<file path="config.mk">
export PLATFORM = sky130hd
export DESIGN_NAME = aes_ctrl
export DESIGN_NICKNAME = d
export VERILOG_FILES = /design/src/aes_pkg.sv /design/src/aes_ctrl.sv
export VERILOG_INCLUDE_DIRS = /design/src /design/src/src
export SDC_FILE = /design/constraint.sdc
export NUM_CORES = 1
export LEC_CHECK = 0
export ABC_AREA = 1
export BUFFER_PORTS_ARGS = -buffer_cell sky130_fd_sc_hd__buf_2
export CAP_MARGIN = 20
export CORE_MARGIN = 4
export CORE_UTILIZATION = 45
export DETAILED_ROUTE_END_ITERATION = 6
export PLACE_DENSITY = 0.74
export REMOVE_ABC_BUFFERS = 1
export SLEW_MARGIN = 20
export SYNTH_ARGS = -nofsm -noshare
export SYNTH_HDL_FRONTEND = slang
export SYNTH_SLANG_ARGS = --single-unit
</file>
<file path="constraint.sdc">
create_clock -name clk_i -period 1.8 [get_ports clk_i]
set_input_delay 0.18 -clock clk_i [delete_from_list [all_inputs] [get_ports clk_i]]
set_output_delay 0.18 -clock clk_i [all_outputs]
set_load 0.02 [all_outputs]
</file>
<file path="src/assert_macros.svh">
// Assertion macros shared by the RTL modules
`ifndef ASSERT_MACROS_SVH
`define ASSERT_MACROS_SVH

// Implication checked on every clock edge outside reset
`define ASSERT_IMPL(label, clk, rst_n, pre, post) \
  label: assert property (@(posedge clk) disable iff (!rst_n) (pre) |-> (post)) \
    else $error("assertion failed");

// Next-cycle implication checked outside reset
`define ASSERT_NEXT(label, clk, rst_n, pre, post) \
  label: assert property (@(posedge clk) disable iff (!rst_n) (pre) |=> (post)) \
    else $error("assertion failed");

`endif

</file>
<file path="src/aes_pkg.sv">
// Shared types, constants and round functions of the AES-256 CBC block
package aes_pkg;

  localparam int unsigned NumRounds = 14;
  localparam int unsigned RkDepth   = 2 * (NumRounds + 1);
  localparam int unsigned RkAw      = 5;
  localparam int unsigned WordCnt   = 4 * (NumRounds + 1);

  // configuration register indexes
  localparam logic [2:0] CfgMode = 3'd0;
  localparam logic [2:0] CfgKey0 = 3'd1;
  localparam logic [2:0] CfgKey1 = 3'd2;
  localparam logic [2:0] CfgKey2 = 3'd3;
  localparam logic [2:0] CfgKey3 = 3'd4;
  localparam logic [2:0] CfgIvHi = 3'd5;
  localparam logic [2:0] CfgIvLo = 3'd6;

  typedef enum logic [2:0] {
    StIdle, StKeyExp, StLoadRk, StRound, StFinish, StOut
  } state_e;

  // controller to datapath
  typedef struct packed {
    logic       load_in;     // capture item, apply chaining (and key 0 xor via round)
    logic       ke_start;    // load key registers into expansion window
    logic       ke_step;     // advance the expansion window by eight words
    logic [RkAw-1:0] rk_waddr;
    logic       rk_we;
    logic       rk_re;
    logic [RkAw-1:0] rk_raddr;
    logic       rk_read_lo;  // second half requested, first half captured
    logic       do_round;    // apply a round with the current key
    logic       first_rnd;   // key xor only
    logic       last_rnd;    // no mix
    logic       finish;      // result and chain update
  } dp_cmd_t;

  typedef struct packed {
    logic dummy;
  } dp_sts_t;

  function automatic logic [7:0] xt(input logic [7:0] x);
    xt = {x[6:0], 1'b0} ^ (x[7] ? 8'h1b : 8'h00);
  endfunction

  function automatic logic [7:0] sbox(input logic [7:0] x);
    logic [7:0] t [256];
    t = '{
    8'h63,8'h7c,8'h77,8'h7b,8'hf2,8'h6b,8'h6f,8'hc5,8'h30,8'h01,8'h67,8'h2b,8'hfe,8'hd7,8'hab,8'h76,
    8'hca,8'h82,8'hc9,8'h7d,8'hfa,8'h59,8'h47,8'hf0,8'had,8'hd4,8'ha2,8'haf,8'h9c,8'ha4,8'h72,8'hc0,
    8'hb7,8'hfd,8'h93,8'h26,8'h36,8'h3f,8'hf7,8'hcc,8'h34,8'ha5,8'he5,8'hf1,8'h71,8'hd8,8'h31,8'h15,
    8'h04,8'hc7,8'h23,8'hc3,8'h18,8'h96,8'h05,8'h9a,8'h07,8'h12,8'h80,8'he2,8'heb,8'h27,8'hb2,8'h75,
    8'h09,8'h83,8'h2c,8'h1a,8'h1b,8'h6e,8'h5a,8'ha0,8'h52,8'h3b,8'hd6,8'hb3,8'h29,8'he3,8'h2f,8'h84,
    8'h53,8'hd1,8'h00,8'hed,8'h20,8'hfc,8'hb1,8'h5b,8'h6a,8'hcb,8'hbe,8'h39,8'h4a,8'h4c,8'h58,8'hcf,
    8'hd0,8'hef,8'haa,8'hfb,8'h43,8'h4d,8'h33,8'h85,8'h45,8'hf9,8'h02,8'h7f,8'h50,8'h3c,8'h9f,8'ha8,
    8'h51,8'ha3,8'h40,8'h8f,8'h92,8'h9d,8'h38,8'hf5,8'hbc,8'hb6,8'hda,8'h21,8'h10,8'hff,8'hf3,8'hd2,
    8'hcd,8'h0c,8'h13,8'hec,8'h5f,8'h97,8'h44,8'h17,8'hc4,8'ha7,8'h7e,8'h3d,8'h64,8'h5d,8'h19,8'h73,
    8'h60,8'h81,8'h4f,8'hdc,8'h22,8'h2a,8'h90,8'h88,8'h46,8'hee,8'hb8,8'h14,8'hde,8'h5e,8'h0b,8'hdb,
    8'he0,8'h32,8'h3a,8'h0a,8'h49,8'h06,8'h24,8'h5c,8'hc2,8'hd3,8'hac,8'h62,8'h91,8'h95,8'he4,8'h79,
    8'he7,8'hc8,8'h37,8'h6d,8'h8d,8'hd5,8'h4e,8'ha9,8'h6c,8'h56,8'hf4,8'hea,8'h65,8'h7a,8'hae,8'h08,
    8'hba,8'h78,8'h25,8'h2e,8'h1c,8'ha6,8'hb4,8'hc6,8'he8,8'hdd,8'h74,8'h1f,8'h4b,8'hbd,8'h8b,8'h8a,
    8'h70,8'h3e,8'hb5,8'h66,8'h48,8'h03,8'hf6,8'h0e,8'h61,8'h35,8'h57,8'hb9,8'h86,8'hc1,8'h1d,8'h9e,
    8'he1,8'hf8,8'h98,8'h11,8'h69,8'hd9,8'h8e,8'h94,8'h9b,8'h1e,8'h87,8'he9,8'hce,8'h55,8'h28,8'hdf,
    8'h8c,8'ha1,8'h89,8'h0d,8'hbf,8'he6,8'h42,8'h68,8'h41,8'h99,8'h2d,8'h0f,8'hb0,8'h54,8'hbb,8'h16};
    sbox = t[x];
  endfunction

  function automatic logic [7:0] inv_sbox(input logic [7:0] x);
    logic [7:0] t [256];
    t = '{
    8'h52,8'h09,8'h6a,8'hd5,8'h30,8'h36,8'ha5,8'h38,8'hbf,8'h40,8'ha3,8'h9e,8'h81,8'hf3,8'hd7,8'hfb,
    8'h7c,8'he3,8'h39,8'h82,8'h9b,8'h2f,8'hff,8'h87,8'h34,8'h8e,8'h43,8'h44,8'hc4,8'hde,8'he9,8'hcb,
    8'h54,8'h7b,8'h94,8'h32,8'ha6,8'hc2,8'h23,8'h3d,8'hee,8'h4c,8'h95,8'h0b,8'h42,8'hfa,8'hc3,8'h4e,
    8'h08,8'h2e,8'ha1,8'h66,8'h28,8'hd9,8'h24,8'hb2,8'h76,8'h5b,8'ha2,8'h49,8'h6d,8'h8b,8'hd1,8'h25,
    8'h72,8'hf8,8'hf6,8'h64,8'h86,8'h68,8'h98,8'h16,8'hd4,8'ha4,8'h5c,8'hcc,8'h5d,8'h65,8'hb6,8'h92,
    8'h6c,8'h70,8'h48,8'h50,8'hfd,8'hed,8'hb9,8'hda,8'h5e,8'h15,8'h46,8'h57,8'ha7,8'h8d,8'h9d,8'h84,
    8'h90,8'hd8,8'hab,8'h00,8'h8c,8'hbc,8'hd3,8'h0a,8'hf7,8'he4,8'h58,8'h05,8'hb8,8'hb3,8'h45,8'h06,
    8'hd0,8'h2c,8'h1e,8'h8f,8'hca,8'h3f,8'h0f,8'h02,8'hc1,8'haf,8'hbd,8'h03,8'h01,8'h13,8'h8a,8'h6b,
    8'h3a,8'h91,8'h11,8'h41,8'h4f,8'h67,8'hdc,8'hea,8'h97,8'hf2,8'hcf,8'hce,8'hf0,8'hb4,8'he6,8'h73,
    8'h96,8'hac,8'h74,8'h22,8'he7,8'had,8'h35,8'h85,8'he2,8'hf9,8'h37,8'he8,8'h1c,8'h75,8'hdf,8'h6e,
    8'h47,8'hf1,8'h1a,8'h71,8'h1d,8'h29,8'hc5,8'h89,8'h6f,8'hb7,8'h62,8'h0e,8'haa,8'h18,8'hbe,8'h1b,
    8'hfc,8'h56,8'h3e,8'h4b,8'hc6,8'hd2,8'h79,8'h20,8'h9a,8'hdb,8'hc0,8'hfe,8'h78,8'hcd,8'h5a,8'hf4,
    8'h1f,8'hdd,8'ha8,8'h33,8'h88,8'h07,8'hc7,8'h31,8'hb1,8'h12,8'h10,8'h59,8'h27,8'h80,8'hec,8'h5f,
    8'h60,8'h51,8'h7f,8'ha9,8'h19,8'hb5,8'h4a,8'h0d,8'h2d,8'he5,8'h7a,8'h9f,8'h93,8'hc9,8'h9c,8'hef,
    8'ha0,8'he0,8'h3b,8'h4d,8'hae,8'h2a,8'hf5,8'hb0,8'hc8,8'heb,8'hbb,8'h3c,8'h83,8'h53,8'h99,8'h61,
    8'h17,8'h2b,8'h04,8'h7e,8'hba,8'h77,8'hd6,8'h26,8'he1,8'h69,8'h14,8'h63,8'h55,8'h21,8'h0c,8'h7d};
    inv_sbox = t[x];
  endfunction

  function automatic logic [31:0] sub_word(input logic [31:0] w);
    sub_word = {sbox(w[31:24]), sbox(w[23:16]), sbox(w[15:8]), sbox(w[7:0])};
  endfunction

  // byte i of the state is bits 127-8i
  function automatic logic [127:0] fwd_round(input logic [127:0] s, input logic last);
    logic [7:0] b [16];
    logic [7:0] t [16];
    logic [7:0] a0, a1, a2, a3;
    logic [127:0] o;
    for (int i = 0; i < 16; i++) b[i] = s[127-8*i -: 8];
    for (int c = 0; c < 4; c++)
      for (int r = 0; r < 4; r++) t[c*4+r] = sbox(b[((c+r)%4)*4+r]);
    for (int c = 0; c < 4; c++) begin
      a0 = t[4*c]; a1 = t[4*c+1]; a2 = t[4*c+2]; a3 = t[4*c+3];
      if (!last) begin
        t[4*c]   = xt(a0) ^ xt(a1) ^ a1 ^ a2 ^ a3;
        t[4*c+1] = a0 ^ xt(a1) ^ xt(a2) ^ a2 ^ a3;
        t[4*c+2] = a0 ^ a1 ^ xt(a2) ^ xt(a3) ^ a3;
        t[4*c+3] = xt(a0) ^ a0 ^ a1 ^ a2 ^ xt(a3);
      end
    end
    for (int i = 0; i < 16; i++) o[127-8*i -: 8] = t[i];
    fwd_round = o;
  endfunction

  function automatic logic [7:0] gm(input logic [7:0] x, input logic [3:0] m);
    logic [7:0] x2, x4, x8;
    x2 = xt(x); x4 = xt(x2); x8 = xt(x4);
    gm = (m[0] ? x : 8'h00) ^ (m[1] ? x2 : 8'h00) ^ (m[2] ? x4 : 8'h00) ^ (m[3] ? x8 : 8'h00);
  endfunction

  function automatic logic [127:0] inv_sub_shift(input logic [127:0] s);
    logic [7:0] b [16];
    logic [127:0] o;
    for (int i = 0; i < 16; i++) b[i] = s[127-8*i -: 8];
    for (int c = 0; c < 4; c++)
      for (int r = 0; r < 4; r++) o[127-8*(c*4+r) -: 8] = inv_sbox(b[((c-r+4)%4)*4+r]);
    inv_sub_shift = o;
  endfunction

  function automatic logic [127:0] inv_mix(input logic [127:0] s);
    logic [7:0] a [4];
    logic [127:0] o;
    for (int c = 0; c < 4; c++) begin
      for (int r = 0; r < 4; r++) a[r] = s[127-8*(4*c+r) -: 8];
      for (int r = 0; r < 4; r++)
        o[127-8*(4*c+r) -: 8] = gm(a[r], 4'he) ^ gm(a[(r+1)%4], 4'hb) ^
                                gm(a[(r+2)%4], 4'hd) ^ gm(a[(r+3)%4], 4'h9);
    end
    inv_mix = o;
  endfunction

endpackage

</file>
<file path="src/aes_ctrl.sv">
// Sequencer for key expansion and the round loop
`include "assert_macros.svh"
module aes_ctrl import aes_pkg::*; (
  input  logic    clk_i,
  input  logic    rst_ni,
  input  logic    in_valid_i,
  output logic    in_ready_o,
  input  logic    first_i,
  input  logic    mode_i,
  input  logic    out_busy_i,
  output logic    out_load_o,
  output dp_cmd_t cmd_o
);
  state_e state_q, state_d;
  logic [4:0] cnt_q, cnt_d;   // expansion step or round counter
  logic       dec_q, dec_d;
  logic       ph_q, ph_d;     // key half phase

  // next state
  always_comb begin
    state_d = state_q;
    cnt_d = cnt_q;
    dec_d = dec_q;
    ph_d = ph_q;
    unique case (state_q)
      StIdle: if (in_valid_i) begin
        dec_d = mode_i;
        cnt_d = '0;
        state_d = first_i ? StKeyExp : StLoadRk;
      end
      StKeyExp: begin
        // 30 entry writes: a 256-bit window gives four entries, seven steps move it on
        cnt_d = cnt_q + 5'd1;
        if (cnt_q == 5'(RkDepth - 1)) begin
          state_d = StLoadRk;
          cnt_d = '0;
        end
      end
      StLoadRk: begin
        ph_d = ~ph_q;
        if (ph_q) begin
          ph_d = 1'b0;
          state_d = StRound;
        end
      end
      StRound: begin
        ph_d = ~ph_q;
        if (ph_q) begin
          ph_d = 1'b0;
          cnt_d = cnt_q + 5'd1;
          if (cnt_q == 5'(NumRounds)) state_d = StFinish;
        end
      end
      StFinish: state_d = StOut;
      StOut: if (!out_busy_i) state_d = StIdle;
      default: state_d = StIdle;
    endcase
  end

  // round key index in use for round count c, and the one fetched next
  logic [4:0] rk_idx;
  logic [4:0] nxt_idx;
  assign rk_idx = dec_q ? 5'(NumRounds) - cnt_d : cnt_d;
  assign nxt_idx = dec_q ? 5'(NumRounds) - (cnt_q + 5'd1) : cnt_q + 5'd1;

  // outputs
  always_comb begin
    cmd_o = '0;
    in_ready_o = 1'b0;
    out_load_o = 1'b0;
    unique case (state_q)
      StIdle: begin
        in_ready_o = 1'b1;
        cmd_o.load_in = in_valid_i;
        cmd_o.ke_start = in_valid_i & first_i;
      end
      StKeyExp: begin
        cmd_o.rk_we = 1'b1;
        cmd_o.rk_waddr = cnt_q;
        cmd_o.ke_step = (cnt_q[1:0] == 2'd3);
      end
      StLoadRk: begin
        cmd_o.rk_re = 1'b1;
        cmd_o.rk_raddr = {rk_idx[3:0], ph_q};
        cmd_o.rk_read_lo = ph_q;
      end
      StRound: begin
        // key is complete in phase 0; fetch the next key over both phases
        cmd_o.rk_re = (cnt_q != 5'(NumRounds));
        cmd_o.rk_raddr = {nxt_idx[3:0], ph_q};
        cmd_o.rk_read_lo = ph_q;
        cmd_o.do_round = ~ph_q;
        cmd_o.first_rnd = (cnt_q == 5'd0);
        cmd_o.last_rnd = (cnt_q == 5'(NumRounds));
      end
      StFinish: cmd_o.finish = 1'b1;
      StOut: out_load_o = !out_busy_i;
      default: ;
    endcase
  end

  always_ff @(posedge clk_i or negedge rst_ni) begin
    if (!rst_ni) begin
      state_q <= StIdle;
      cnt_q <= '0;
      dec_q <= 1'b0;
      ph_q <= 1'b0;
    end else begin
      state_q <= state_d;
      cnt_q <= cnt_d;
      dec_q <= dec_d;
      ph_q <= ph_d;
    end
  end

  `ASSERT_IMPL(a_ready_idle, clk_i, rst_ni, in_ready_o, state_q == StIdle)
  `ASSERT_IMPL(a_round_bound, clk_i, rst_ni, state_q == StRound, cnt_q <= 5'(NumRounds))
  `ASSERT_NEXT(a_fin_out, clk_i, rst_ni, state_q == StFinish, state_q == StOut)
endmodule

</file>
# After elaboration in Yosys (flattened, before gate mapping)
# Index checks and enable logic that the tools add are counted.
# op_classes
n_addsub	3
n_bitwise	2
reduce_logical	6
n_eq_ne	15
mux	22
# ops
operator	n
2-to-1 mux 3 bit	7
case mux 3 bit (6 select lines)	1
2-to-1 mux 5 bit	3
case mux 5 bit (3 select lines)	1
case mux 7 bit (2 select lines)	1
inequality test 2 bit (second input constant)	6
2-to-1 mux 4 bit	2
subtractor 4 bit (first input constant)	2
2-to-1 mux 7 bit	1
equality test 3 x 2 -> 1 bit (second input constant)	2
equality test 3 bit (second input constant)	2
AND reduction 6 bit	1
adder 5 x 1 -> 5 bit (second input constant)	1
equality test 5 x 4 -> 1 bit (second input constant)	1
equality test 5 bit (second input constant)	1
logical NOT 5 bit	1
inequality test 5 x 4 -> 1 bit (second input constant)	1
2-to-1 mux 1 bit	4
2-to-1 mux 2 bit	2
equality test 3 x 1 -> 1 bit (second input constant)	1
logical NOT 3 bit	1
equality test 2 bit (second input constant)	1
AND reduction 2 bit	1
OR reduction 2 bit	1
other kinds (3)	3
# totals
elab_cells	52
ff_bits	10
out_inout_bits	22

# Logic depth before layout (Yosys ltp)
# depth
ltp_word	6
depth_mapped	15

# Worst setup path after synthesis
# No wires, ideal clock.
# synth_timing
kind	register -> output
from	register cnt_q[1]
to	output cmd_o[7] (netlist name)
arrival_ns	1.790
path_slack_ns	-0.170
stages_incl_launch_ff	14
cell_sequence	dfrtp_1 inv_1 ha_1 nand2_1 inv_1 nand2_1 nand2_2 nand2_4 nand2_1 nand2_2 ha_1 nand2_1 o21ai_0 o22ai_1
# synth_rtl
item	line_no	text
start: declaration	aes_ctrl.sv:15	logic [4:0] cnt_q, cnt_d;
start signal: assignment	aes_ctrl.sv:110	cnt_q <= cnt_d;
end: declaration	aes_ctrl.sv:12	output dp_cmd_t cmd_o

==> results_dict.tcl <==
set metrics [dict create \
    status "finished with violations" \
    violations "setup timing" \
    use_met2_pct 41.6 \
    fin_ws_ns -0.440 \
    r2r_cells 9 \
    hpwl_mm 2.11 \
    cts_buffers 3 \
    synth_adder_area_share_pct 6.78 \
    drcViolationCount 0 \
    cp.depth 14 \
    crit_arrival_ns 2.06 \
    worstSetupPathType "flop to primary output" \
    slew_viol_final 0 \
    clock_path_buffers 2 \
    ys_seq_elements 10 \
    setup_violations 10 \
    drive_gt1_share_pct 50.0 \
    power_density_mw_per_mm2 322 \
    skew_ns 0.00272 \
    yosys_warnings 0 \
    clockRootBuffer "clkbuf_4" \
    finalCriticalPeriod_ns 2.24 \
    gr-usage-met3_pct 3.38 \
    fin_crit_sh_pct 124 \
    routed_wl_mm 3.05 \
    cp_max_fo 4 \
    grt_antenna_before_repair 0 \
    num_antenna_cells 0 \
    hp-class "input pin to flop" \
    fp-row-count 16 \
    synth.distinct_cells 23 \
    worst-path-buf-inv 2 \
    hold_violations 0 \
    vias 1148 \
    fill_cells 146 \
    grt_max_degree 11 \
    critPathLaunchType "flop" \
    synthMuxAreaShare_pct 0 \
    critPathLaunch "cnt_q[0]$_DFF_PN0_" \
    worstSkewPairLatency_ns 0.27 \
    grt_pass1_wl_mm 4.92 \
    start_util_pct 47.0 \
    fin_area_mm2 0.00151 \
    r2r_start "cnt_q[0]$_DFF_PN0_" \
    hold_path_depth 3 \
    fin_nets 216 \
    syn_inst 142 \
    grt-busiest-layer "met2" \
    cts_tree "done" \
    dr.pass1.iters 4 \
    gp_congestion 0.891 \
    grt_use_met1_pct 27.3 \
    initialDrtViolationCount 26 \
    yosysTopAreaCellShare_pct 27.1 \
    grt_use_total_pct 23.9 \
    portBuffers 27 \
    place_area_mm2 0.00127 \
    critical-path-max-stage-delay_ns 0.45 \
    synth.cell_area_um2 922 \
    vias_per_cell 4.97 \
    coreArea_mm2 0.00196 \
    yosys.area_share.simple_pct 42.3 \
    critical-path-slowest-cell "dfrtp_2" \
    grt_pass1_vias 1153 \
    ir_worst_vdd_mv 0.370 \
    cp-end-kind "primary output" \
    ys_seq_area_share_pct 27.1 \
    wl_per_cell_um 13.2 \
    cp.required_ns 1.62 \
    synth_area_per_cell_um2 6.49 \
    htree_levels 1 \
    hold_slack_ns 0.112 \
    rsz0062_at_grt "true" \
    synth_top_family_by_area "simple AND/OR/NAND/NOR gates" \
    ys_top_cells_by_area "dfrtp_1 27%, nand2_1 13%, inv_1 9.8%" \
    synth_compound_area_share_pct 8.96 \
    crit_chain "ha_4, nand2_2, inv_2, nand2_2, nand2_2, nand2_4, nand2_4, nand2_4, ha_4, nor2_4, or2_1, nand3_1, o21ai_1, buf_4" \
    min-delay-start "mode_i" \
    cp_top_family "simple AND/OR/NAND/NOR gates" \
    die_w_um 53.3 \
    clock-sinks 10 \
    pin_count 28 \
    path_clk_slew_ns 0.07 \
    cap_viol_max_count 0 \
    place_inst 220 \
    layout.cells.non_filler 231 \
    drtAntennaViolNets 0 \
    dieArea_mm2 0.00284 \
    grt_overflow 0 \
    max_clock_freq_mhz 446 \
    die_y_um 53.3 \
    p_leak_uw 0.000871 \
    max_slew.worst_pin.slew_ns 0.287 \
    yosysTopAreaCell "dfrtp_1" \
    syn_to_final_growth_pct 63.8 \
    synthXorXnorAreaFrac_pct 2.85 \
    slew_headroom_pct 80.7 \
]
## area by class of cell
cell class | instances | area, um^2 | area share [%]
timing repair buffer | 60 | 407 | 26.9
clock buffer | 4 | 36.3 | 2.40
inverter | 26 | 97.6 | 6.46
multi-input combinational | 104 | 682 | 45.2
tap | 27 | 33.8 | 2.24
sequential | 10 | 254 | 16.8
## where the power goes
group / leakage (uW) / internal [uW] / switching (uW) / total, uW
Clock: 0.0000210 / 123 / 89.9 / 213
Combinational: 0.000744 / 19.5 / 25.5 / 45.1
Sequential: 0.000106 / 226 / 3.04 / 229
Total: 0.000871 / 368 / 118 / 487
## path summary, 6_finish.rpt
check | slack (ns) | end
worst max-delay path | -0.44 | cmd_o[8]
worst min-delay path | 0.11 | dec_q$_DFFE_PN0P_
worst max register to register | -0.14 | state_q[1]$_DFFE_PN0P_
worst min register to register | 0.57 | cnt_q[3]$_DFF_PN0_
max in group asynchronous | 1.24 | cnt_q[0]$_DFF_PN0_
min in group asynchronous | 0.32 | state_q[2]$_DFFE_PN0P_
## sequential cells by signal (all words and copies together), names as in the netlist
name and flops:
cnt_q 5, dec_q 1, ph_q 1, state_q 3
## kinds of logic after synthesis
logic type,count (synthesis)
AO/OA/AOI/OAI,16
XOR/XNOR,3
adder cells (fa/ha/maj),5
buffers and inverters,28
flip-flops,10
AND/OR/NAND/NOR,80
## cells in the final DEF, fill, tap and decap left out, types with 2 or more instances in the layout
master    instances
nor2_1           17
nand2_2          12
ha_4              3
o21ai_1           5
nand2_1          23
nand2_4           5
nand3_1           8
inv_1            21
buf_2            23
a21oi_1           5
inv_2             5
buf_4            33
o21ai_0           3
ha_1              2
nor2_4            3
buf_6             3
nor3_1            5
dfrtp_1           7
dfrtp_2           3
nor2_2            2
clkbuf_4          3
nand3_2           2
## stage by stage
step / total power (uW) / util [%] / setup WS [ns] / setup TNS (ns)
after global placement: 268 / 64.9 / -0.0848 / -0.235
final: 487 / 77.0 / -0.440 / -1.93
after CTS: 489 / 72.6 / -0.347 / -1.23
after floorplan: 252 / - / -0.175 / -0.275
after global routing: 513 / 77.0 / -0.555 / -3.06
after detailed placement: 269 / 64.9 / -0.129 / -0.346
## worst reg2reg max path: cells and delay by family (launching register included)
kind | cells | cell delay (ns)
flip-flops | 1 | 0.45
adder cells (fa/ha/maj) | 1 | 0.22
buffers and inverters | 3 | 0.32
AND/OR/NAND/NOR | 2 | 0.45
AO/OA/AOI/OAI | 3 | 0.39
## metal layers
| layer | wire (um) | up-vias |
|---|---|---|
| met2 | 1590 | 44 |
| met5 | 0 | - |
| met4 | 61 | 0 |
| met1 | 1230 | 529 |
| li1 | - | 568 |
| met3 | 170 | 7 |
## cell usage after synthesis
cell type,n
nand3_1,8
nand2_1,31
nand4_1,1
o21ai_0,6
or2_1,1
nor2_4,2
nor3_1,5
nand3_4,1
nand2_2,8
nor2_1,20
nand2_4,1
nand3_2,2
inv_1,24
inv_2,2
a21oi_1,6
xor2_1,3
dfrtp_1,10
a31oi_1,1
buf_4,1
buf_2,1
ha_1,5
o22ai_1,1
o21ai_1,2
## repair_timing
item	4_1_cts	5_1_grt
hold buffers	1	0
cloned	0	0
buffers inserted	5	3
gates resized for setup	25	17
setup endpoints to repair	7	11
endpoints found under the hold margin	10	0
pin swaps	14	18
No activity file was read; power rests on OpenSTA's default activity.
